### src/fwpp_pkg.sv
// Shared types and codes for the priority-peek request queue.
`timescale 1ns / 1ps

package fwpp_pkg;

  typedef enum logic [1:0] {
    REQ_ENQ   = 2'd0,
    REQ_DEQ   = 2'd1,
    REQ_PEEK  = 2'd2,
    REQ_CLEAR = 2'd3
  } req_type_e;

  typedef enum logic [1:0] {
    ST_OK    = 2'd0,
    ST_FULL  = 2'd1,
    ST_EMPTY = 2'd2
  } status_e;

  typedef enum logic [1:0] {
    S_IDLE,
    S_EXEC,
    S_SCAN,
    S_PUSH
  } fsm_state_e;

  typedef struct packed {
    logic [15:0]        id;
    logic signed [15:0] pri;
  } entry_t;

  // Commands broadcast from the controller to every cell of the chain.
  typedef struct packed {
    logic   shift;
    logic   load;
    entry_t new_entry;
  } cell_ctl_t;

endpackage

### src/fwpp_cell.sv
// One storage cell of the queue chain: holds an entry, takes its neighbor's on a shift.
`timescale 1ns / 1ps

module fwpp_cell
  import fwpp_pkg::*;
(
  input  logic      clk_i,
  input  cell_ctl_t ctl_i,
  input  logic      sel_i,
  input  entry_t    next_i,
  output entry_t    entry_o
);

  entry_t entry_q, entry_d;

  always_comb begin
    entry_d = entry_q;
    if (ctl_i.shift) begin
      entry_d = next_i;
    end else if (ctl_i.load && sel_i) begin
      entry_d = ctl_i.new_entry;
    end
  end

  always_ff @(posedge clk_i) begin
    entry_q <= entry_d;
  end

  assign entry_o = entry_q;

endmodule

### config.mk
export PLATFORM = sky130hd
export DESIGN_NAME = fwpp_cell
export DESIGN_NICKNAME = d
export VERILOG_FILES = /design/src/fwpp_pkg.sv /design/src/fwpp_cell.sv
export SDC_FILE = /design/constraint.sdc
export NUM_CORES = 1
export LEC_CHECK = 0
export BUFFER_PORTS_ARGS = -buffer_cell sky130_fd_sc_hd__buf_2
export CELL_PAD_IN_SITES_DETAIL_PLACEMENT = 1
export CELL_PAD_IN_SITES_GLOBAL_PLACEMENT = 1
export CORE_MARGIN = 2
export CORE_UTILIZATION = 36
export CTS_BUF_LIST = sky130_fd_sc_hd__clkbuf_8
export CTS_CLUSTER_SIZE = 10
export DETAILED_ROUTE_END_ITERATION = 6
export PLACE_DENSITY_LB_ADDON = 0.3
export SETUP_SLACK_MARGIN = 0.3
export SYNTH_ARGS = -nofsm -noshare
export SYNTH_HDL_FRONTEND = slang
export SYNTH_SLANG_ARGS = --single-unit
export TNS_END_PERCENT = 10
### constraint.sdc
create_clock -name clk_i -period 2.5 [get_ports clk_i]
set_clock_uncertainty 0.1 [all_clocks]
set_input_delay 0.25 -clock clk_i [delete_from_list [all_inputs] [get_ports clk_i]]
set_output_delay 0.25 -clock clk_i [all_outputs]
set_load 0.01 [all_outputs]
# --- Yosys cells after proc, flatten, opt, wreduce, memory -nomap -nowiden ---
# Cells that the tools add are included.
# Widths: inputs -> output; s select.
totals:
  out_inout_bits: 32
  word_cells: 6
  regBits: 32
  in_bits: 68
classes:
  n_reduce_logical: 2
  muxes: 2
op_table:
  columns: ["op", "count"]
  rows:
  - ["$mux 32", 2]
  - ["$reduce_bool 2->1", 1]
  - ["$logic_and 1x1->1", 1]

# --- Depth between registers and ports, before layout ---
# Gate-level depths: netlist (run 1).
depth:
  depth_word: 3
  mapped_depth: 3
  mapped_depth_nobuf: 1

# --- Least setup slack after synthesis (run 1) ---
# Ideal clock, no wire load.
synth_path:
  path_type: "input -> register"
  startpoint: "input port ctl_i[33] in the netlist's numbering"
  endpoint: "register entry_q, in the netlist entry_o[0], enable pin"
  arrival_ps: 1208
  required_ps: 2012
  path_buffers: 2
  stages: 3
  setup_time_ps: 388
  path_slack_ps: 804
  path_cell_list: "buf_6 -> buf_12 -> a21o_1"
synth_between:
  elab_chain_cells: 1
synth_lines:
  columns: ["element", "line", "text"]
  rows:
  - ["start, declared", "fwpp_cell.sv:8", "input cell_ctl_t ctl_i,"]
  - ["$reduce_bool 2->1 (no line)", null, null]
  - ["end signal, assigned", "fwpp_cell.sv:26", "entry_q <= entry_d;"]
  - ["end, declared", "fwpp_cell.sv:14", "entry_t entry_q, entry_d;"]
# No other way between the ends.
# A chain may end at the register's enable or synchronous reset.

==> results.md, run 1 <==
* Unique cell type count in the Yosys netlist at 6
* Critical path cell sequence: buf_2 -> buf_12 -> mux2_2
* Signal arrival time at the worst endpoint at roughly 1.3 ns
* Count of antenna diodes in the layout at 0
* Worst slew margin at 61.6%
* Met1 routed wirelength after detailed routing at 1030 um
* Final count of hold timing violations at 0
* Max layer used: met4
* Number of violations reported at the end of detailed-routing iteration 0 at 22
* Avg Vias per Cell at 4.43
* Measured slew at the worst slew-check pin at 0.576 ns
* Proportion of netlist area held by the largest area contributor at 63.7%
* Post-placement cell count at 217
* Initial antenna violation count at 0
* Data required, critical path at 2.43 ns
* DRC violations left at 0
* DIE AREA at 4730 um^2
* Number of buffers inserted by post-CTS setup repair at 0
* Hold EP: entry_o[9]
* Number of nets in the synthesized netlist at ~140
* Largest delay share family, worst path: buffers and inverters
* Sum Neg Setup Slack at 0 ns
* Largest net degree at the start of global routing at 20
* Element type at the critical path end: flip-flop
* HPWL after DPL at 2740 um
* Number of iterations in the first detailed-routing pass at 4
* Flip-flop count of the largest register, all copies and words added at 32
* Number of max-cap violations at 0
* Final Max Tran Viols at 0
* Number of ports placed on the die boundary at 100
* Beginning of the worst hold path: next_i[9]
* Cell types with the largest area share after synthesis: edfxtp_1, mux2_4, buf_12
* IR drop worst, VDD at 275 uV
* P per Cell Area at 605 nW/um^2
* Wire length of the first global-routing pass at 4680 um
* Number of nets in the layout at 242
* Mapped cell area at between 1500 and 2000 um^2
* Final critical path time including I/O delays and setup at approximately 1.4 ns
* GP Congestion at around 0.71
* EDFF count, synth at 32
* Placeable core area at 4030 um^2
* Inserted Clock Buffers at 5
* Sequential cell area fraction in the yosys report at 63.7%
* Result of the run: finished clean
* Wire length after detailed routing at 3340 um
* Dominant register cell in the synthesized netlist: edfxtp_1
* Most instantiated library cell after synthesis: edfxtp_1
* Amount of wire on met3 after detailed routing at between 300 and 400 um
* Post-synthesis area per instance at 21.9 um^2
* Final setup fails at 0
* Initial core utilization at between 30% and 40%
* TritonCTS Sinks at 32
* Number of cell rows at 23
* Number of antenna-violating nets in the routed design at 0
* Overall Global Routing Usage at 14.1%
* Average wire per standard cell at around 15 um
* Number of levels the H-tree was split into at 2
* CTS tree: done
* Max frequency at 722 MHz
* Crit start category: primary input
* Proportion of register bits with asynchronous set or reset after synthesis at 0%
* Clock-pin slew reported for the worst setup and hold paths after clock tree synthesis at 0.06 ns
* Cell leakage power at 1.03 nW
* Post-CTS Resized at 0
* Buffer depth of the longest clock path at 2
* Worst hold stages at 2
* Worst min path class: in2reg
* Die Wd at 68.7 um
* Number of global-route vias before repair at 1048
* Synthesized flop and latch total at 32
* Synthesized instance count at 69
* CP max stage delay at 0.46 ns
* Die Span Y at 68.7 um
* Critical path start-end classification: in2reg
* Port Buf Inserts at 99
* Top cells by count, synth: edfxtp_1, mux2_4, buf_12, mux2_2
* Area leader, netlist: edfxtp_1
* Layout Area Growth over Synthesis at 39.9%
* Clock Root Buffer: clkbuf_8
* Fraction of the cycle the final worst path needs at 55.4%
* Yosys Warn Count at 0
* Total of hold buffers inserted after clock tree synthesis at 0
* Cell at the slowest stage of the critical path: buf_2
* RSZ-0062 raised after global routing: false
* Final Instance Count excl. Fillers at 225
* Via count at ~1000
* Maximum fanout along the worst path at 18
* Overflow left after global routing at 0
* Detailed-routed wire length on met2 at 1960 um
* Crit path buf inv count at 2
* Share of cells above drive strength 1 at 79.4%
metrics by stage:
stage               utilization (%)  hold WS, ns  instance area (um^2)  power [W]  setup slack, ns
floorplan                         -        0.367                  1510   0.000821            0.804
detailed placement             50.4        0.454                  2030   0.000938            0.817
finish                         52.4        0.171                  2110    0.00128             1.11
global placement               50.4        0.450                  2030   0.000927            0.855
global route                   52.4        0.160                  2110    0.00134             1.09
CTS                            52.4        0.162                  2110    0.00130             1.11
logic make-up after synthesis:
family | Yosys count | synth area share (%)
compound gates | 1 | 0.498
buf+inv | 4 | 4.73
flops | 32 | 63.7
mux | 32 | 31.1
area by class of cell:
| class | instances | area (um^2) |
|---|---|---|
| Sequential cell | 32 | 961 |
| Tap cell | 50 | 62.6 |
| Clock buffer | 5 | 68.8 |
| Fill cell | 439 | 1920 |
| Timing Repair Buffer | 102 | 531 |
| Multi-Input combinational cell | 33 | 477 |
| Clock inverter | 3 | 11.3 |
routing by layer:
layer / up-vias / global-route usage, %
li1: 478 / -
met1: 463 / 12.8
met2: 53 / 26.7
met3: 2 / 5.68
met4: 0 / 6.86
met5: - / 0
how the worst max path moves through the flow:
stage,start,end,depth (start not counted)
after global routing,ctl_i[33],entry_o[31],3
after floorplan,ctl_i[33],entry_o[0],3
after detailed placement,ctl_i[33],entry_o[30],3
after global placement,ctl_i[33],entry_o[30],3
final,ctl_i[33],entry_o[30],3
after CTS,ctl_i[33],entry_o[30],3
report_power, final:
| part | internal (W) | switching, W |
|---|---|---|
| combinational | 0.000139 | 0.000107 |
| clock | 0.000185 | 0.000170 |
| sequential | 0.000662 | 0.0000138 |
cells in the final DEF (no fill, tap or decap):
cell type  netlist  final
mux2_2           3      3
edfxtp_1        32     32
inv_1            0      2
a21o_1           1      1
buf_4            0      2
clkinv_1         0      1
mux2_4          29     29
buf_2            0     99
buf_12           3      1
clkbuf_8         0      5
Note: power is estimated with default switching activity, not from simulation.
==> run 2, diff against run 1 <==
CORE_UTILIZATION = 30   (was 36)
clock period = 1.2 ns   (was 2.5 ns; I/O delays follow)
==> results.md, run 2 (same netlist as run 1, synthesis figures left out) <==
* Result of the run: finished clean
* Largest net degree at the start of global routing at 33 (+65%)
* Clock-pin slew reported for the worst setup and hold paths after clock tree synthesis at 0.07 ns (about the same)
* Inserted Clock Buffers at 5 (unchanged)
* Wire length of the first global-routing pass at 5030 um (+7.5%)
* P per Cell Area at 1240 nW/um^2 (+110%)
* GP Congestion at 0.736 (+3.5%)
* Port Buf Inserts at 99 (unchanged)
* Layout Area Growth over Synthesis at 43.0%
* Fraction of the cycle the final worst path needs at between 80% and 90%
* Number of ports placed on the die boundary at 100 (unchanged)
* HPWL after DPL at 2850 um (+4.1%)
* Average wire per standard cell at 14.5 um (-1.9%)
* Critical path start-end classification: reg2out
* DRC violations left at 0 (unchanged)
* TritonCTS Sinks at 32 (unchanged)
* Maximum fanout along the worst path at 1 (-17)
* Die Span Y at 74.9 um (+9.0%)
* Start point of the critical path: entry_o[0]
* Crit path buf inv count at 1 (-1)
* Share of cells above drive strength 1 at 80.0% (+0.57 points)
* CP max stage delay at 0.38 ns (-0.08 ns)
* Signal arrival time at the worst endpoint at 0.80 ns (-0.51 ns)
* Via count at 1027 (+3.1%)
* Number of nets in the layout at 242 (unchanged)
* Total of hold buffers inserted after clock tree synthesis at 0 (unchanged)
* Final Max Tran Viols at 0 (unchanged)
* Buffer depth of the longest clock path at 2 (unchanged)
* Logic depth of the worst path, buffers included at 1 (-2)
* IR drop worst, VDD at 692 uV (+150%)
* Number of violations reported at the end of detailed-routing iteration 0 at 20 (-9.1%)
* Max frequency at ~980 MHz
* Post-route total power at 0.00268 W (+110%)
* Critical path cell sequence: buf_2
* Overflow left after global routing at 0 (unchanged)
* Count of antenna diodes in the layout at 0 (unchanged)
* Placeable core area at 4790 um^2 (+19%)
* Final core occ at 45.1% (-7.3 points)
* Number of antenna-violating nets in the routed design at 0 (unchanged)
* Die Wd at 74.9 um (+9.0%)
* DIE AREA at 5610 um^2 (+19%)
* Number of levels the H-tree was split into at 2 (unchanged)
* Commonest non-fill, non-tap cells in the layout: buf_2, edfxtp_1, mux2_4
* Measured slew at the worst slew-check pin at 0.412 ns (-0.164 ns)
* Sum Neg Setup Slack at 0 ns (unchanged)
* Element type at the critical path end: output pin
* Cell leakage power at 1.04 nW (+0.68%)
* Fill cell instance count of the final layout at 523 (+19%)
* CTS tree: done
* Number of cell rows at 25 (+8.7%)
* Initial antenna violation count at 0 (unchanged)
* Wire length after detailed routing at 3520 um (+5.5%)
* Crit start category: flip-flop
* Worst slew margin at 72.5% (+11 points)
* Most common library cell in the layout ignoring fill and taps: buf_2
* Capture point of the critical path: entry_o[0]
* Cell at the slowest stage of the critical path: edfxtp_1
* Number of global-route vias before repair at 1092 (+4.2%)
* Initial core utilization at 31.5% (-5.9 points)
* Final setup fails at 0 (unchanged)
* Number of iterations in the first detailed-routing pass at 3 (-1)
* Final critical path time including I/O delays and setup at roughly 1 ns
* Data required, critical path at 0.98 ns (-1.45 ns)
* Avg Vias per Cell at 4.24 (-4.1%)
* Worst min path class: in2reg
* Overall Global Routing Usage at 12.4% (-1.7 points)
* RSZ-0062 raised after global routing: true
* Largest delay share family, worst path: flip-flops
* Flip-flop count of the largest register, all copies and words added at 32 (unchanged)
* Number of max-cap violations at 0 (unchanged)
* Final count of hold timing violations at 0 (unchanged)
* Clock Root Buffer: clkbuf_8
==> run 2: cell counts in the layout (fill, tap and decap cells not counted) <==
Identical to the previous run, type by type.
==> run 2: how the worst min path moves through the flow <==
| stage | start | end | slack [ns] | cells after the start |
|---|---|---|---|---|
| 6_report | ctl_i[30] | entry_o[30] | 0.05 | 2 |
| 5_1_grt | next_i[3] | entry_o[3] | 0.04 | 2 |
| 4_1_cts | ctl_i[30] | entry_o[30] | 0.04 | 2 |
| 3_5_place_dp | ctl_i[6] | entry_o[6] | 0.32 | 2 |
| 3_3_place_gp | next_i[8] | entry_o[8] | 0.32 | 2 |
| 2_1_floorplan | next_i[0] | entry_o[0] | 0.24 | 1 |
==> run 2: where the power goes <==
part           total [W]  switching (W)  leakage [nW]  internal [W]
registers        0.00141      0.0000293         0.320       0.00138
clock network   0.000746       0.000360        0.0482      0.000386
logic           0.000525       0.000226         0.671      0.000299
total            0.00268       0.000615          1.04       0.00207
==> run 2: metrics by stage <==
| step | worst slack [ns] | cells | instance area [um^2] | hold slack, ns |
|---|---|---|---|---|
| after global placement | 0.0505 | 234 | 2070 | 0.320 |
| after CTS | 0.159 | 242 | 2150 | 0.0357 |
| after detailed placement | 0.0175 | 234 | 2070 | 0.324 |
| after floorplan | 0.132 | 69 | 1530 | 0.237 |
| final | 0.177 | 242 | 2160 | 0.0468 |
| after global routing | 0.137 | 242 | 2160 | 0.0382 |
==> run 2: repair_timing <==
action | in CTS | in global routing
endpoints found under the setup margin | 32 | 34
cloned | 0 | 0
setup buffers | 0 | 0
resized for setup | 0 | 1
==> run 2: per-layer routing <==
metal | global-route usage [%] | wire length [um] | vias up
met2 | 22.9 | 2000 | 56
met4 | 5.95 | 80 | 0
met5 | 0 | 0 | -
met1 | 11.9 | 1150 | 486
li1 | - | - | 477
met3 | 4.82 | 294 | 8
==> run 2: layout make-up <==
type / instances / area [um^2] / share of cell area (%)
multi-input cells: 33 / 484 / 22.4
clock buffers: 5 / 68.8 / 3.19
flip-flops and latches: 32 / 961 / 44.5
repair buffers: 102 / 549 / 25.4
well taps: 67 / 83.8 / 3.88
clock inverters: 3 / 11.3 / 0.522
==> run 3, diff against run 2 <==
PLACE_DENSITY = 0.8   (was unset)
PLACE_DENSITY_LB_ADDON = unset   (was 0.3)
==> results.md, run 3 (same netlist as run 1, synthesis figures left out) <==
* Initial antenna violation count at 0 (unchanged)
* TritonCTS Sinks at 32 (unchanged)
* Critical path start-end classification: reg2out
* Logic depth of the worst path, buffers included at 1 (unchanged)
* Cell at the slowest stage of the critical path: edfxtp_1
* Clock Root Buffer: clkbuf_8
* Overflow left after global routing at 0 (unchanged)
* Number of global-route vias before repair at 1059 (-3.0%)
* Placeable core area at 4790 um^2 (unchanged)
* RSZ-0062 raised after global routing: true
* Crit start category: flip-flop
* Wire length of the first global-routing pass at 4640 um (-7.7%)
* DRC violations left at 0 (unchanged)
* Avg Vias per Cell at 4.20 (-1.1%)
* Final setup fails at 0 (unchanged)
* Share of cells above drive strength 1 at 80.4% (+0.45 points)
* Beginning of the worst hold path: next_i[20]
* Fraction of the cycle the final worst path needs at 84.8% (-0.44 points)
* Wire length after detailed routing at 3220 um (-8.6%)
* Number of max-cap violations at 0 (unchanged)
* Multi-input logic area at 484 um^2 (unchanged)
* Total of hold buffers inserted after clock tree synthesis at 0 (unchanged)
* Worst min path class: in2reg
* Number of iterations in the first detailed-routing pass at 4 (+1)
* Count of antenna diodes in the layout at 0 (unchanged)
* Clock-pin slew reported for the worst setup and hold paths after clock tree synthesis at 0.06 ns (about the same)
* CP max stage delay at 0.38 ns (about the same)
* Overall Global Routing Usage at 11.6% (-0.77 points)
* Min Hold Slack at 0.0421 ns (-0.00466 ns)
* Die Wd at 74.9 um (unchanged)
* Number of ports placed on the die boundary at 100 (unchanged)
* Max layer used: met4
* Number of buffers inserted by post-CTS setup repair at 0 (unchanged)
* Largest net degree at the start of global routing at 15 (-55%)
* Most common library cell in the layout ignoring fill and taps: buf_2
* Flip-flop count of the largest register, all copies and words added at 32 (unchanged)
* Critical path cell sequence: buf_2
* Worst hold stages at 2 (unchanged)
* Measured slew at the worst slew-check pin at 0.159 ns (-0.253 ns)
* Die Span Y at 74.9 um (unchanged)
* Signal arrival time at the worst endpoint at 0.80 ns (about the same)
* Initial core utilization at 31.5% (unchanged)
* Fill cell instance count of the final layout at 507 (-3.1%)
* Sum Neg Setup Slack at 0 ns (unchanged)
* Sequential cell area at 961 um^2 (unchanged)
* Commonest non-fill, non-tap cells in the layout: buf_2, edfxtp_1, mux2_4
* Cell leakage power at 1.07 nW (+3.3%)
* Total non-filler cell area in the finished layout at 2230 um^2 (+3.1%)
* Worst slew margin at 89.4% (+17 points)
* Number of levels the H-tree was split into at 2 (unchanged)
* HPWL after DPL at 2780 um (-2.8%)
* Maximum fanout along the worst path at 1 (unchanged)
* IR drop worst, VDD at 739 uV (+6.8%)
* P per Cell Area at 1210 nW/um^2 (-2.6%)
* Met1 routed wirelength after detailed routing at 978 um (-15%)
* Number of violations reported at the end of detailed-routing iteration 0 at 21 (+5.0%)
* Detailed-routed wire length on met2 at 1770 um (-12%)
* Final count of hold timing violations at 0 (unchanged)
* Final critical path time including I/O delays and setup at 1.02 ns (-0.00534 ns)
* Average wire per standard cell at 13.1 um (-10%)
* CTS tree: done
* Layout Area Growth over Synthesis at 47.5%
* Number of antenna-violating nets in the routed design at 0 (unchanged)
* Dpl cell area at 2140 um^2 (+3.3%)
* Data required, critical path at 0.98 ns (about the same)
* Crit path buf inv count at 1 (unchanged)
* Number of cell rows at 25 (unchanged)
* Port Buf Inserts at 99 (unchanged)
* Element type at the critical path end: output pin
* Amount of wire on met3 after detailed routing at 401 um (+36%)
* Hold EP: entry_o[20]
* Max frequency at 982 MHz (+0.52%)
* GP Congestion at 0.730 (-0.71%)
* DIE AREA at 5610 um^2 (unchanged)
* Via count at 1033 (+0.58%)
* Largest delay share family, worst path: flip-flops
* Final Max Tran Viols at 0 (unchanged)
* Result of the run: finished clean
* Buffer depth of the longest clock path at 2 (unchanged)
* Inserted Clock Buffers at 5 (unchanged)
* Post-route total power at 0.00269 W (+0.40%)
* Number of nets in the layout at 246 (+1.7%)
* Final core occ at 46.5% (+1.4 points)
==> run 3: changes by cell type in the layout (fill, tap and decap cells not counted) <==
cell / previous run / this run
buf_4: 1 / 2
buf_12: 2 / 5
==> run 3: power breakdown <==
part	leakage, nW	total [W]	internal (W)	switching [W]
logic	0.705	0.000554	0.000325	0.000229
registers	0.320	0.00141	0.00138	0.0000297
clock network	0.0482	0.000728	0.000385	0.000342
total	1.07	0.00269	0.00209	0.000601
==> run 3: area by class of cell <==
cell class	count	share of cell area, %
sequential	32	43.2
timing repair buffer	106	27.7
multi-input combinational	33	21.8
tap	67	3.77
clock buffer	5	3.09
clock inverter	3	0.506
==> run 3: per-layer routing <==
metal	global-route usage, %	vias up
met4	6.55	0
li1	-	487
met5	0	-
met1	10.2	482
met2	21.1	58
met3	5.89	6
==> run 3: how the worst max path moves through the flow <==
stage                      startpoint          end  slack, ns
after global placement      ctl_i[33]  entry_o[31]       0.05
final                      entry_o[7]   entry_o[7]       0.18
after detailed placement    ctl_i[33]  entry_o[31]       0.03
after global routing       entry_o[5]   entry_o[5]       0.14
after CTS                 entry_o[13]  entry_o[13]       0.16
after floorplan             ctl_i[33]   entry_o[0]       0.13
==> run 3: timing repair <==
action	CTS	global route
resized for setup	0	1
pin swaps	0	0
setup endpoints to repair	32	33
==> run 3: stage by stage <==
stage	std cells	worst slack, ns
3_5_place_dp	238	0.0313
3_3_place_gp	238	0.0537
2_1_floorplan	69	0.132
6_report	246	0.182
4_1_cts	246	0.162
5_1_grt	246	0.140
