**src/fwpp_pkg.sv**
```systemverilog
// Shared types and codes for the priority-peek request queue.
`timescale 1ns / 1ps

package fwpp_pkg;

  typedef enum logic [1:0] {
    REQ_ENQ   = 2'd0,
    REQ_DEQ   = 2'd1,
    REQ_PEEK  = 2'd2,
    REQ_CLEAR = 2'd3
  } req_type_e;

  typedef enum logic [1:0] {
    ST_OK    = 2'd0,
    ST_FULL  = 2'd1,
    ST_EMPTY = 2'd2
  } status_e;

  typedef enum logic [1:0] {
    S_IDLE,
    S_EXEC,
    S_SCAN,
    S_PUSH
  } fsm_state_e;

  typedef struct packed {
    logic [15:0]        id;
    logic signed [15:0] pri;
  } entry_t;

  // Commands broadcast from the controller to every cell of the chain.
  typedef struct packed {
    logic   shift;
    logic   load;
    entry_t new_entry;
  } cell_ctl_t;

endpackage

```
**src/fwpp_ctrl.sv**
```systemverilog
// Request sequencer: fill count, priority scan over the rotating chain, result register.
`timescale 1ns / 1ps

module fwpp_ctrl
  import fwpp_pkg::*;
#(
  parameter int DEPTH = 128
) (
  input  logic                       clk_i,
  input  logic                       rst_ni,
  input  logic                       req_valid_i,
  output logic                       req_ready_o,
  input  req_type_e                  req_type_i,
  input  entry_t                     req_entry_i,
  input  entry_t                     head_i,
  output cell_ctl_t                  ctl_o,
  output logic [$clog2(DEPTH)-1:0]   load_idx_o,
  output logic                       res_valid_o,
  input  logic                       res_ready_i,
  output status_e                    res_status_o,
  output logic [15:0]                res_id_o,
  output logic [7:0]                 res_fill_o
);

  localparam int CW = $clog2(DEPTH + 1);
  localparam int IW = $clog2(DEPTH);

  fsm_state_e         state_q, state_d;
  req_type_e          req_type_q;
  entry_t             req_entry_q;
  logic [CW-1:0]      count_q, count_d;
  logic [IW-1:0]      scan_q;
  logic signed [15:0] best_pri_q, best_pri_d;
  logic [15:0]        best_id_d;
  status_e            status_q, status_d;
  logic [15:0]        id_q, id_d;
  logic               out_valid_q;
  status_e            out_status_q;
  logic [15:0]        out_id_q;
  logic [7:0]         out_fill_q;

  logic full, empty, scan_last, scan_take, push_ok;

  assign full      = (count_q == CW'(DEPTH));
  assign empty     = (count_q == '0);
  assign scan_last = (scan_q == IW'(DEPTH - 1));
  assign push_ok   = !out_valid_q || res_ready_i;
  // Position n of the rotation shows the entry n places behind the head.
  assign scan_take = (scan_q == '0) ||
                     (({1'b0, scan_q} < (IW + 1)'(count_q)) && (head_i.pri > best_pri_q));

  // Next state.
  always_comb begin
    state_d = state_q;
    case (state_q)
      S_IDLE: if (req_valid_i) state_d = S_EXEC;
      S_EXEC: begin
        if (req_type_q == REQ_PEEK && !empty) state_d = S_SCAN;
        else state_d = S_PUSH;
      end
      S_SCAN: if (scan_last) state_d = S_PUSH;
      S_PUSH: if (push_ok) state_d = S_IDLE;
      default: state_d = S_IDLE;
    endcase
  end

  // Outputs of the sequencer and datapath next values.
  always_comb begin
    req_ready_o         = (state_q == S_IDLE);
    ctl_o.shift         = 1'b0;
    ctl_o.load          = 1'b0;
    ctl_o.new_entry     = req_entry_q;
    load_idx_o          = count_q[IW-1:0];
    count_d             = count_q;
    status_d            = status_q;
    id_d                = id_q;
    best_pri_d          = best_pri_q;
    best_id_d           = id_q;
    case (state_q)
      S_EXEC: begin
        status_d = ST_OK;
        id_d     = '0;
        case (req_type_q)
          REQ_ENQ: begin
            if (full) begin
              status_d = ST_FULL;
            end else begin
              ctl_o.load = 1'b1;
              count_d    = count_q + 1'b1;
            end
          end
          REQ_DEQ: begin
            if (empty) begin
              status_d = ST_EMPTY;
            end else begin
              id_d        = head_i.id;
              ctl_o.shift = 1'b1;
              count_d     = count_q - 1'b1;
            end
          end
          REQ_PEEK: begin
            if (empty) status_d = ST_EMPTY;
          end
          REQ_CLEAR: count_d = '0;
          default: status_d = ST_OK;
        endcase
      end
      S_SCAN: begin
        // A full rotation brings every cell back to where it started.
        ctl_o.shift = 1'b1;
        if (scan_take) begin
          best_pri_d = head_i.pri;
          best_id_d  = head_i.id;
        end
        id_d = best_id_d;
      end
      default: ;
    endcase
  end

  always_ff @(posedge clk_i or negedge rst_ni) begin
    if (!rst_ni) begin
      state_q     <= S_IDLE;
      count_q     <= '0;
      scan_q      <= '0;
      out_valid_q <= 1'b0;
    end else begin
      state_q <= state_d;
      count_q <= count_d;
      if (state_q == S_SCAN) scan_q <= scan_q + 1'b1;
      else scan_q <= '0;
      if (state_q == S_PUSH && push_ok) out_valid_q <= 1'b1;
      else if (res_ready_i) out_valid_q <= 1'b0;
    end
  end

  always_ff @(posedge clk_i) begin
    if (state_q == S_IDLE && req_valid_i) begin
      req_type_q  <= req_type_i;
      req_entry_q <= req_entry_i;
    end
    status_q   <= status_d;
    id_q       <= id_d;
    best_pri_q <= best_pri_d;
    if (state_q == S_PUSH && push_ok) begin
      out_status_q <= status_q;
      out_id_q     <= id_q;
      out_fill_q   <= 8'(count_q);
    end
  end

  assign res_valid_o  = out_valid_q;
  assign res_status_o = out_status_q;
  assign res_id_o     = out_id_q;
  assign res_fill_o   = out_fill_q;

endmodule

```
**config.mk**
```make
export PLATFORM = sky130hd
export DESIGN_NAME = fwpp_ctrl
export DESIGN_NICKNAME = d
export VERILOG_FILES = /design/src/fwpp_pkg.sv /design/src/fwpp_ctrl.sv
export SDC_FILE = /design/constraint.sdc
export NUM_CORES = 1
export LEC_CHECK = 0
export ABC_AREA = 1
export CAP_MARGIN = 20
export CORE_MARGIN = 4
export CORE_UTILIZATION = 30
export CTS_BUF_LIST = sky130_fd_sc_hd__clkbuf_16
export DETAILED_ROUTE_END_ITERATION = 7
export DONT_BUFFER_PORTS = 1
export PLACE_DENSITY = 0.4
export RECOVER_POWER = 25
export SLEW_MARGIN = 30
export SYNTH_ARGS = -nofsm -noshare
export SYNTH_HDL_FRONTEND = slang
export SYNTH_SLANG_ARGS = --single-unit
export TNS_END_PERCENT = 100
```
**constraint.sdc**
```tcl
create_clock -name clk_i -period 3.3 [get_ports clk_i]
set_clock_uncertainty 0.1 [all_clocks]
set_input_delay 0 -clock clk_i [delete_from_list [all_inputs] [get_ports clk_i]]
set_output_delay 0 -clock clk_i [all_outputs]
set_load 0.01 [all_outputs]
```
Yosys cells after proc, flatten, opt, wreduce, memory -nomap -nowiden
Index checks and enable logic that the tools add are counted.
{"block": "totals", "output_inout_bits": 69, "reg_bits": 112, "mem_bits_rw": 0, "memories": 0, "latch_bits": 0, "rom_bits": 0}
{"block": "op_classes", "multipliers": 0, "eq_ne": 14, "n_addsub": 3, "n_lt_le_gt_ge": 2, "n_reduce_logical": 20, "div_mod_pow": 0, "shift": 0, "bitwise_logic": 0, "muxes": 24}
{"cell": "16-bit 2-to-1 mux", "n": 3}
{"cell": "16-bit case mux with 2 select lines", "n": 1}
{"cell": "8-bit case mux with 3 select lines", "n": 1}
{"cell": "16-bit greater-than comparator", "n": 1}
{"cell": "8-bit 2-to-1 mux", "n": 2}
{"cell": "2-bit inequality test (second input constant)", "n": 6}
{"cell": "1-bit 2-to-1 mux", "n": 9}
{"cell": "8-bit by 1-bit adder with 8-bit output (second input constant)", "n": 1}
{"cell": "2-bit equality test (second input constant)", "n": 4}
{"cell": "8-bit equality test (second input constant)", "n": 1}
{"cell": "8-bit zero test", "n": 1}
{"cell": "7-bit by 8-bit < comparator with 1-bit output", "n": 1}
{"cell": "2-bit 2-to-1 mux", "n": 4}
{"cell": "2-bit case mux with 4 select lines", "n": 1}
{"cell": "8-bit by 1-bit subtractor with 8-bit output (second input constant)", "n": 1}
{"cell": "7-bit by 1-bit adder with 7-bit output (second input constant)", "n": 1}
{"cell": "7-bit equality test (second input constant)", "n": 1}
{"cell": "7-bit zero test", "n": 1}
{"cell": "7-bit 2-to-1 mux", "n": 1}
{"cell": "2-bit by 1-bit equality test with 1-bit output (second input constant)", "n": 2}
{"cell": "1-bit logical AND", "n": 4}
{"cell": "2-bit zero test", "n": 2}
{"cell": "2-bit case mux with 2 select lines", "n": 1}
{"cell": "2-bit AND reduction", "n": 2}
{"cell": "8 further kinds", "n": 11}

Logic depth before layout (Yosys ltp)
Gate-level depths: netlist of run 1.
{"block": "logic_depth", "depth_word": 5, "mapped_depth": 17, "depth_no_buf": 17}

Worst setup path after synthesis of run 1
No wires, ideal clock.
{"block": "synth_path", "kind": "register to register", "startpoint": "register state_q[1]", "endpoint": "register out_fill_q[0] (netlist: res_fill_o[0]) (enable)", "required_ns": 2.782, "path_buffers": 0, "slack_ns": 0.887, "synth_period_minus_slack_ns": 2.413, "arrival_time_ns": 1.895, "path_stages_with_launch": 4, "path_cell_list": "dfrtp_1 -> ha_1 -> inv_1 -> a21oi_1"}
{"block": "synth_via", "elab_chain_cells": 2}
{"item": "start, declared", "line": "fwpp_ctrl.sv:28", "rtl": "fsm_state_e state_q, state_d;"}
{"item": "start signal, assigned", "line": "fwpp_ctrl.sv:128", "rtl": "state_q <= state_d;"}
{"item": "2-bit equality test", "line": "fwpp_ctrl.sv:145", "rtl": "if (state_q == S_PUSH && push_ok) begin"}
{"item": "1-bit logical AND", "line": "fwpp_ctrl.sv:145"}
{"item": "end signal, assigned", "line": "fwpp_ctrl.sv:148", "rtl": "out_fill_q <= 8'(count_q);"}
{"item": "end, declared", "line": "fwpp_ctrl.sv:40", "rtl": "logic [7:0] out_fill_q;"}
Every way passes these cells.
A chain may end at the register's enable or synchronous reset.

Final worst setup path of run 1
{"block": "layout_path", "startpoint": "register count_q[1]", "endpoint": "register best_pri_q[3] (enable)"}
{"block": "layout_via", "elab_chain_cells": 4}
{"item": "start, declared", "line": "fwpp_ctrl.sv:31", "rtl": "logic [CW-1:0] count_q, count_d;"}
{"item": "start signal, assigned", "line": "fwpp_ctrl.sv:129", "rtl": "count_q <= count_d;"}
{"item": "7-bit by 8-bit < comparator with 1-bit output", "line": "fwpp_ctrl.sv:50", "rtl": "(({1'b0, scan_q} < (IW + 1)'(count_q)) && (head_i.pri > best_pri_q));"}
{"item": "1-bit logical AND", "line": "fwpp_ctrl.sv:50"}
{"item": "1-bit logical OR", "line": "fwpp_ctrl.sv:49", "rtl": "assign scan_take = (scan_q == '0) ||"}
{"item": "2-bit AND reduction (no source line)"}
{"item": "end signal, assigned", "line": "fwpp_ctrl.sv:144", "rtl": "best_pri_q <= best_pri_d;"}
{"item": "end, declared", "line": "fwpp_ctrl.sv:33", "rtl": "logic signed [15:0] best_pri_q, best_pri_d;"}
Every way passes these cells.

==> run summary, run 1 <==
The remaining global-route overflow came out at 0. The final non-filler cell total came out at 692. The smallest setup slack after layout came out at 0.801 ns. The length of the first detailed-routing pass in iterations came out at 4. Gates resized during post-CTS repair numbered 0. The number of DRC violations after detailed routing came out at 0.

The number of flops mapped to enable cells by yosys came out at 94. The clock network latency to the later pin of the worst-skew pair is 0.35 ns. The number of synthesized register bits is 112. The sequential cell fraction of total power came out at 0.518. For the pin with the worst max-slew slack, the measured transition is 1.17 ns.

The final total negative setup slack came out at 0 ns. The flow ran to the end, and the final reports show no timing, DRC or antenna violations. In this run the power density over the cells is 778 nW/um^2.

The height of the die is 136 um. The cell area after synthesis is 4910 um^2. The area added between synthesis and finish is 24.7%. Across every metal layer, demand over resource in global routing totals 0.109. The maximum ir drop on the vdd rail is 0.290 mV. The highest fanout seen on the critical path came out at 16.

The detailed router finished its first iteration with 174 violations. The tree is rooted in a sky130_fd_sc_hd__clkbuf_16. After the last flow step, the layout net total stands at 580. Yosys mapped the design onto 32 distinct sky130hd cell types. TritonCTS built the clock tree.

With fillers left out, the area of the finished cells amounts to 6120 um^2. Yosys printed 0 warnings. The part of the power in combinational logic is 0.261. The H-tree was split into 3 levels. The via count of the first global-routing pass came out at 2998. The minimum setup slack after placement came out at 0.746 ns. For this design, the sink count on the clock tree is 112. The startpoint identified for the worst hold timing path is req_valid_i. The worst setup path is of the flip-flop to flip-flop kind.

The clock edge transition at the registers on the reported setup and hold paths came out at 0.08 ns. The detailed router placed 2957 vias in this run. The horizontal die dimension is 136 um. The routed design could run at a clock period as short as 2.50 ns.

The sum of net half-perimeters after detailed placement is 7.24 mm. Data on the critical path arrives at its endpoint at 2.38 ns. For the worst setup path, the data required time is 3.18 ns. The cell area after placement came out at 5130 um^2. The number of nets handed over by synthesis was 506. Port buffering added 0 buffers.

The share of the cycle needed by the critical path after routing came out at 0.757. The max-slew violation count came out at 0. The net switching fraction of the power is 0.350. The congestion estimate from routability-driven global placement came to 0.743.

The per-cell routed wire length came out at 14.6 um. The number of max-cap violations came out at 0. The average vias per placed instance is 4.27. The net switching component of the power came out at 1660 uW. The worst setup path is captured at a flip-flop. The worst hold path was traced through 3 stages. The depth of the worst register-to-register path came out at 13. In the synthesized netlist the dominant register cell turns out to be sky130_fd_sc_hd__edfxtp_1. Headroom to the max-slew limit came out at 0.217. The path with the worst hold slack has its endpoint at ctl_o[26]. In this run the worst hold path is classified as primary input to flip-flop.

The worst setup path is launched from a flip-flop. The largest buffer count on any clock path came out at 2. The worst register-to-register path begins at count_q[1]. The count of nets left with antenna violations once routing finished came out at 0. The floorplan step defined a core boundary enclosing 15900 um^2. Post-CTS timing repair inserted 0 buffers for setup. Internal power comes to 3100 uW. The number of clock buffers inserted by TritonCTS came out at 9. The top-level port count is 139.

The cell count after synthesis came out at 397. The share of total power dissipated in the clock network is 0.221. The total routed wirelength is 10.1 mm. The reported leakage power came out at 0.00257 uW.

The count of fill cells added during filler insertion came out at 1572. The initial antenna violation count is 0. Setup repair after global routing left no endpoint under its margin.

Setup violations remaining at the end of the flow were counted as 0. The wire length of the first global-routing pass is 15.5 mm. The number of hold violations in the final report came to 0. Setup slack on the worst reg-to-reg path comes out at 0.80 ns.

The fraction of the yosys area taken by sequential cells came out at 0.667. In the final layout, the share of cells above drive strength 1 is 0.0714. The endpoint of the most critical register-to-register path is best_pri_q[3].

In the synthesized netlist the async set-or-reset flop fraction comes to 0.161. The number of rows in the core area came out at 46. The maximum number of pins on one net before global-route repair is 35.

The die covers 18500 um^2. The post-synthesis area per instance is 12.4 um^2. The timing-limited maximum frequency came out at 0.400 GHz.

The total power is 4760 uW. In this run, placement finished with an instance count of 606. The initial core utilization is 0.308.

The count of antenna diodes in the layout is 0.
## registers in the layout, summed over array words and instances, names as in the netlist
name / flops
best_pri_q: 16
count_q: 8
ctl_o: 32
id_q: 16
req_type_q: 2
res_fill_o: 8
res_id_o: 16
res_status_o: 2
res_valid_o: 1
scan_q: 7
state_q: 2
status_q: 2
## Yosys cell counts (2+ instances only)
cell type | count | area share
sky130_fd_sc_hd__edfxtp_1 | 94 | 0.58
sky130_fd_sc_hd__buf_4 | 7 | 0.011
sky130_fd_sc_hd__o21ai_1 | 3 | 0.0031
sky130_fd_sc_hd__o21ai_0 | 7 | 0.0071
sky130_fd_sc_hd__nor3_1 | 4 | 0.0041
sky130_fd_sc_hd__dfrtp_1 | 18 | 0.092
sky130_fd_sc_hd__inv_2 | 4 | 0.0031
sky130_fd_sc_hd__xor2_1 | 2 | 0.0036
sky130_fd_sc_hd__o22ai_1 | 4 | 0.0051
sky130_fd_sc_hd__nor2_1 | 33 | 0.025
sky130_fd_sc_hd__nand2_1 | 54 | 0.041
sky130_fd_sc_hd__nand3_1 | 13 | 0.013
sky130_fd_sc_hd__nor2_2 | 2 | 0.0025
sky130_fd_sc_hd__a21oi_1 | 21 | 0.021
sky130_fd_sc_hd__inv_1 | 71 | 0.054
sky130_fd_sc_hd__nor2_4 | 3 | 0.0069
sky130_fd_sc_hd__ha_1 | 38 | 0.097
sky130_fd_sc_hd__xnor2_1 | 3 | 0.0054
sky130_fd_sc_hd__nand4_1 | 3 | 0.0038
## stage by stage
stage	hold WS (ns)	util
global route	0.114	0.384
global placement	-0.394	0.322
floorplan	-0.396	-
CTS	0.100	0.384
finish	0.0911	0.384
detailed placement	-0.395	0.322
## placed cells by master, fill, tap and decap left out, drive strengths merged
| master | Yosys | layout |
|---|---|---|
| clkinv | 1 | 5 |
| nand2 | 55 | 55 |
| nand3 | 14 | 14 |
| edfxtp | 94 | 94 |
| xnor2 | 3 | 3 |
| xor2 | 2 | 2 |
| a211oi | 1 | 1 |
| o221ai | 1 | 1 |
| o22ai | 5 | 5 |
| a21oi | 22 | 22 |
| fa | 1 | 1 |
| a21o | 1 | 1 |
| dfrtp | 18 | 18 |
| dlygate4sd3 | 0 | 69 |
| clkbuf | 0 | 10 |
| o21ai | 11 | 11 |
| and3 | 1 | 1 |
| nor2 | 38 | 38 |
| nand4 | 3 | 3 |
| inv | 75 | 78 |
| ha | 38 | 38 |
| nor3 | 4 | 4 |
| buf | 9 | 2 |
## worst max-delay path, cell delays in order, from the launching register on
cell and delay, ns:
sky130_fd_sc_hd__dfrtp_1 0.53, sky130_fd_sc_hd__inv_2 0.08, sky130_fd_sc_hd__ha_1 0.29, sky130_fd_sc_hd__o21ai_0 0.07
sky130_fd_sc_hd__nand2_1 0.07, sky130_fd_sc_hd__nand2_1 0.06, sky130_fd_sc_hd__nand2_1 0.05, sky130_fd_sc_hd__nand2_1 0.06
sky130_fd_sc_hd__nand2_1 0.05, sky130_fd_sc_hd__a21oi_1 0.12, sky130_fd_sc_hd__nand2_1 0.06, sky130_fd_sc_hd__nand2_1 0.05
sky130_fd_sc_hd__nand2_1 0.06, sky130_fd_sc_hd__inv_1 0.49
## power by group through the flow
stage	Sequential, uW	Clock (uW)	Combinational, uW
floorplan	2410	0	957
global placement	2500	0	1190
detailed placement	2510	0	1200
CTS	2480	1110	1280
global route	2520	1160	1440
finish	2460	1050	1240
## worst max-delay path by stage
stage	start	to	slack [ns]
finish	count_q[1]	best_pri_q[3]	0.80
global route	count_q[2]	best_pri_q[4]	0.56
CTS	count_q[1]	best_pri_q[4]	0.74
detailed placement	count_q[1]	best_pri_q[12]	0.75
global placement	count_q[1]	best_pri_q[4]	0.77
floorplan	state_q[1]	res_fill_o[0]	0.89
## what timing repair did
| action | 4_1_cts | 5_1_grt |
|---|---|---|
| hold buffers | 69 | 1 |
| endpoints found under the hold margin | 87 | 18 |
| endpoints found under the setup margin | 0 | 0 |
## kinds of logic (layout without fill, tap and decap cells)
logic type,Yosys count,count (layout),synth area share
buffers and inverters,85,164,0.0724
and+or+nand+nor,115,115,0.102
xor gates and xnor gates,5,5,0.00893
adders and majority gates,39,39,0.101
DFF,112,112,0.667
AOI/OAI and AO/OA,41,41,0.0490
## area by class of cell
cell class                 count  area [um^2]  area share
inverter                      76          287      0.0468
clock inverter                 7         66.3      0.0108
clock buffer                   9          225      0.0368
sequential                   112         3270       0.535
tap                          216          270      0.0442
timing repair buffer          72          709       0.116
multi-input combinational    200         1290       0.211
## layer usage
| metal | up-vias | track usage | share of wire |
|---|---|---|---|
| met2 | 75 | 0.184 | 0.50 |
| li1 | 1478 | - | - |
| met4 | 0 | 0.0386 | 0.015 |
| met1 | 1391 | 0.133 | 0.43 |
| met3 | 13 | 0.0333 | 0.054 |
| met5 | - | 0 | 0 |
Power figures use the tool's default switching activity.
==> inputs of run 2 (changes only) <==
- ABC_AREA: 1 -> 0
- PLACE_DENSITY: 0.4 -> 0.41
- clock period: 3.3 -> 2.06 ns (I/O delays scaled with it)
==> run 2 against run 1 <==
The flow now finishes with violations (setup timing). Combinational power grew 140%. Utilization grew 4.5 points. Worst setup slack got worse by 1.4 ns. Cell area grew 11%. Sequential share of layout area down 5.4 points. Synthesized cell count is 15% lower. Global-route usage up 0.93 points. Final cell count decreased by 0.58%. Worst hold slack worse by 0.034 ns. Critical endpoint is now id_q[10].
==> run summary, run 2 <==
The flow ran to the end, but the final reports show violations. The final reports fail on setup timing. In the post-synthesis netlist, the cell with the most instances is sky130_fd_sc_hd__edfxtp_1. The fraction of the yosys area taken by sequential cells came out at 0.674. Setup repair after global routing could not meet its margin everywhere. Synthesis produced a netlist with a net count of 448. The maximum ir drop on the vdd rail came out at 0.450 mV. The critical path data required time is 2.02 ns. The number of flops mapped to enable cells by yosys came out at 94. For the final routed database, the setup TNS stands at -24.77 ns. The first detailed-routing pass took 4 iterations. The number of max-cap violations came out at 0.

The post-synthesis area per instance is 14.3 um^2. The worst setup path is of the flip-flop to flip-flop kind. The highest fanout seen on the critical path is 16. The share of the cycle needed by the critical path after routing came out at 1.30. The design draws 8390 uW. The area added between synthesis and finish came out at 40.2%.

The count of warnings emitted by yosys is 0. The count of distinct cell types in the synthesized netlist came out at 46. In the final routed layout, each cell accounts on average for 15.6 um. The largest buffer count on any clock path is 2.

The reported leakage power is 0.00268 uW. The async set or reset register ratio after synthesis came out at 0.161. The number of hold violations in the final report is 0. The max-slew headroom at the worst pin came out at 0.290. The via total after detailed routing is 3049. The height of the die is 135 um. The total of buffers placed on input and output ports came out at 0.

The initial core utilization is 0.306. The clock edge transition at the registers on the reported setup and hold paths came out at 0.07 ns. The sum of met3 wire segment lengths after detailed routing came out at 560 um. The path class of the lowest-slack min-delay path is primary input to flip-flop.

The clock network latency to the later pin of the worst-skew pair is 0.35 ns. STA puts the critical path data arrival time at 2.65 ns. The detailed router used layers up to and including met4. The detailed-route wire length on metal 1 came out at 4.68 mm.

Leaving out fill and tap cells, the most frequent cell in the layout is sky130_fd_sc_hd__edfxtp_1. The count of antenna-violating nets left after detailed routing is 0. The routed length on met2 is 5.35 mm. Synthesis produced 339 cells. The number of rows in the core area came out at 46. The fraction of final layout cells sized beyond drive strength 1 came out at 0.269. The top cell types in the final layout, fill and taps aside, are sky130_fd_sc_hd__edfxtp_1, sky130_fd_sc_hd__dlygate4sd3_1, sky130_fd_sc_hd__buf_4.

The wire length of the first global-routing pass came out at 16.6 mm. The final critical delay including setup and external delays came out at 2.69 ns. The number of antenna diodes in the final layout is 0. The via count of the first global-routing pass came out at 3211. The biggest area consumer among synthesized cells is sky130_fd_sc_hd__edfxtp_1. The maximum number of pins on one net before global-route repair is 35. The worst hold path passes through 2 cells. By count the netlist is led by sky130_fd_sc_hd__edfxtp_1, sky130_fd_sc_hd__ha_1, sky130_fd_sc_hd__inv_1, sky130_fd_sc_hd__and2_1, sky130_fd_sc_hd__dfrtp_1. Static timing analysis puts the maximum clock frequency at 0.372 GHz. The average vias per placed instance is 4.43. The sum of net half-perimeters after detailed placement came out at 7.49 mm. The kind of start point of the critical path is a flip-flop. The sink count of the clock tree is 112.

The DRC marker count from the first detailed-route iteration came out at 130. The top-level port count is 139. The total power divided by cell area is 1230 nW/um^2. For this run, the total global-route usage over all layers was measured as 0.119. For this run, the leading register cell type out of synthesis is sky130_fd_sc_hd__edfxtp_1. The number of flip-flops under the largest register name is 32.

In the routed design, unresolved DRC markers number 0. The total routed wirelength came out at 10.8 mm. The total die area is 18300 um^2. The buffer cell driving the clock tree root is sky130_fd_sc_hd__clkbuf_16. After synthesis, the cell types taking the most area are sky130_fd_sc_hd__edfxtp_1, sky130_fd_sc_hd__ha_1, sky130_fd_sc_hd__dfrtp_1. The number of H-tree levels is 3.

TritonCTS built the clock tree. The smallest setup slack after layout came out at -0.626 ns. The max-slew violation count is 0.

Clock tree synthesis inserted a total of 9 buffers. The die is 135 um wide. The cell area after synthesis came out at 4860 um^2. The final weighted congestion of routability-driven global placement is 0.734.

The setup-violating endpoint count in the final report came out at 58. The pin slew with the least headroom to its limit came out at 1.06 ns. The count of fill cells added during filler insertion is 1470.

The remaining global-route overflow is 0. The depth of the worst register-to-register path came out at 9. In this run the standard cell core region covers 15900 um^2. The share of the synthesized area in the top cell type came out at 0.581. The number of synthesized register bits is 112. STA classifies the critical path endpoint as a flip-flop. The number of nets in the final layout is 576. The initial antenna violation count is 0.
[run 2: logic make-up after synthesis]
logic type	Yosys count	synth area share
DFF	112	0.674
AOI/OAI and AO/OA	49	0.0695
buffers and inverters	47	0.0420
and+or+nand+nor	84	0.0986
xor gates and xnor gates	8	0.0144
adders and majority gates	39	0.102
[run 2: path summary, 6_finish.rpt]
| check | start | to | slack (ns) |
|---|---|---|---|
| setup / recovery | best_pri_q[5] | id_q[10] | -0.63 |
| hold / removal | req_valid_i | req_type_q[1] | 0.06 |
| setup reg to reg | best_pri_q[5] | id_q[10] | -0.63 |
| hold reg to reg | id_q[9] | res_id_o[9] | 0.32 |
| max in group asynchronous | rst_ni | count_q[7] | 0.91 |
| min in group asynchronous | rst_ni | count_q[6] | 0.31 |
[run 2: final cells by class]
class,count,area [um^2],share of cell area
clock buffer,9,225,0.0331
inverter,37,139,0.0204
tap,216,270,0.0397
sequential,112,3270,0.480
timing repair buffer,127,1200,0.177
multi-input combinational,180,1650,0.242
clock inverter,7,53.8,0.00790
[run 2: layer usage]
layer | vias up | track usage
li1 | 1482 | -
met1 | 1474 | 0.145
met2 | 82 | 0.202
met3 | 11 | 0.0331
met4 | 0 | 0.0409
met5 | - | 0
[run 2: report_power, final]
group / internal (uW) / switching, uW
Combinational: 1360 / 1580
Sequential: 3410 / 388
Clock: 834 / 816
Total: 5600 / 2780
[run 2: through the flow]
stage          area (um^2)  hold WS (ns)  setup WS [ns]   util  std cells
2_1_floorplan         4960        -0.396         -0.627      -        339
3_3_place_gp          5580        -0.394         -0.657  0.351        596
3_5_place_dp          5580        -0.394         -0.649  0.351        596
4_1_cts               6680        0.0596         -0.649  0.420        688
5_1_grt               6810        0.0685         -0.738  0.429        688
6_report              6810        0.0572         -0.626  0.429        688
[run 2: repair_timing]
action,in CTS,in global routing
setup buffers,7,4
endpoints found under the setup margin,58,61
resized for setup,21,38
gates cloned,1,0
pin swaps,11,10
endpoints found under the hold margin,86,18
hold buffers,69,1
[run 2: critical path: stages, from the launching register on]
cell                       delay [ns]
sky130_fd_sc_hd__edfxtp_1        0.36
sky130_fd_sc_hd__inv_1           0.09
sky130_fd_sc_hd__ha_4            0.20
sky130_fd_sc_hd__a21oi_2         0.13
sky130_fd_sc_hd__o21ai_2         0.09
sky130_fd_sc_hd__a221oi_2        0.21
sky130_fd_sc_hd__or3b_1          0.39
sky130_fd_sc_hd__or3b_4          0.44
sky130_fd_sc_hd__a41oi_4         0.19
sky130_fd_sc_hd__buf_12          0.18
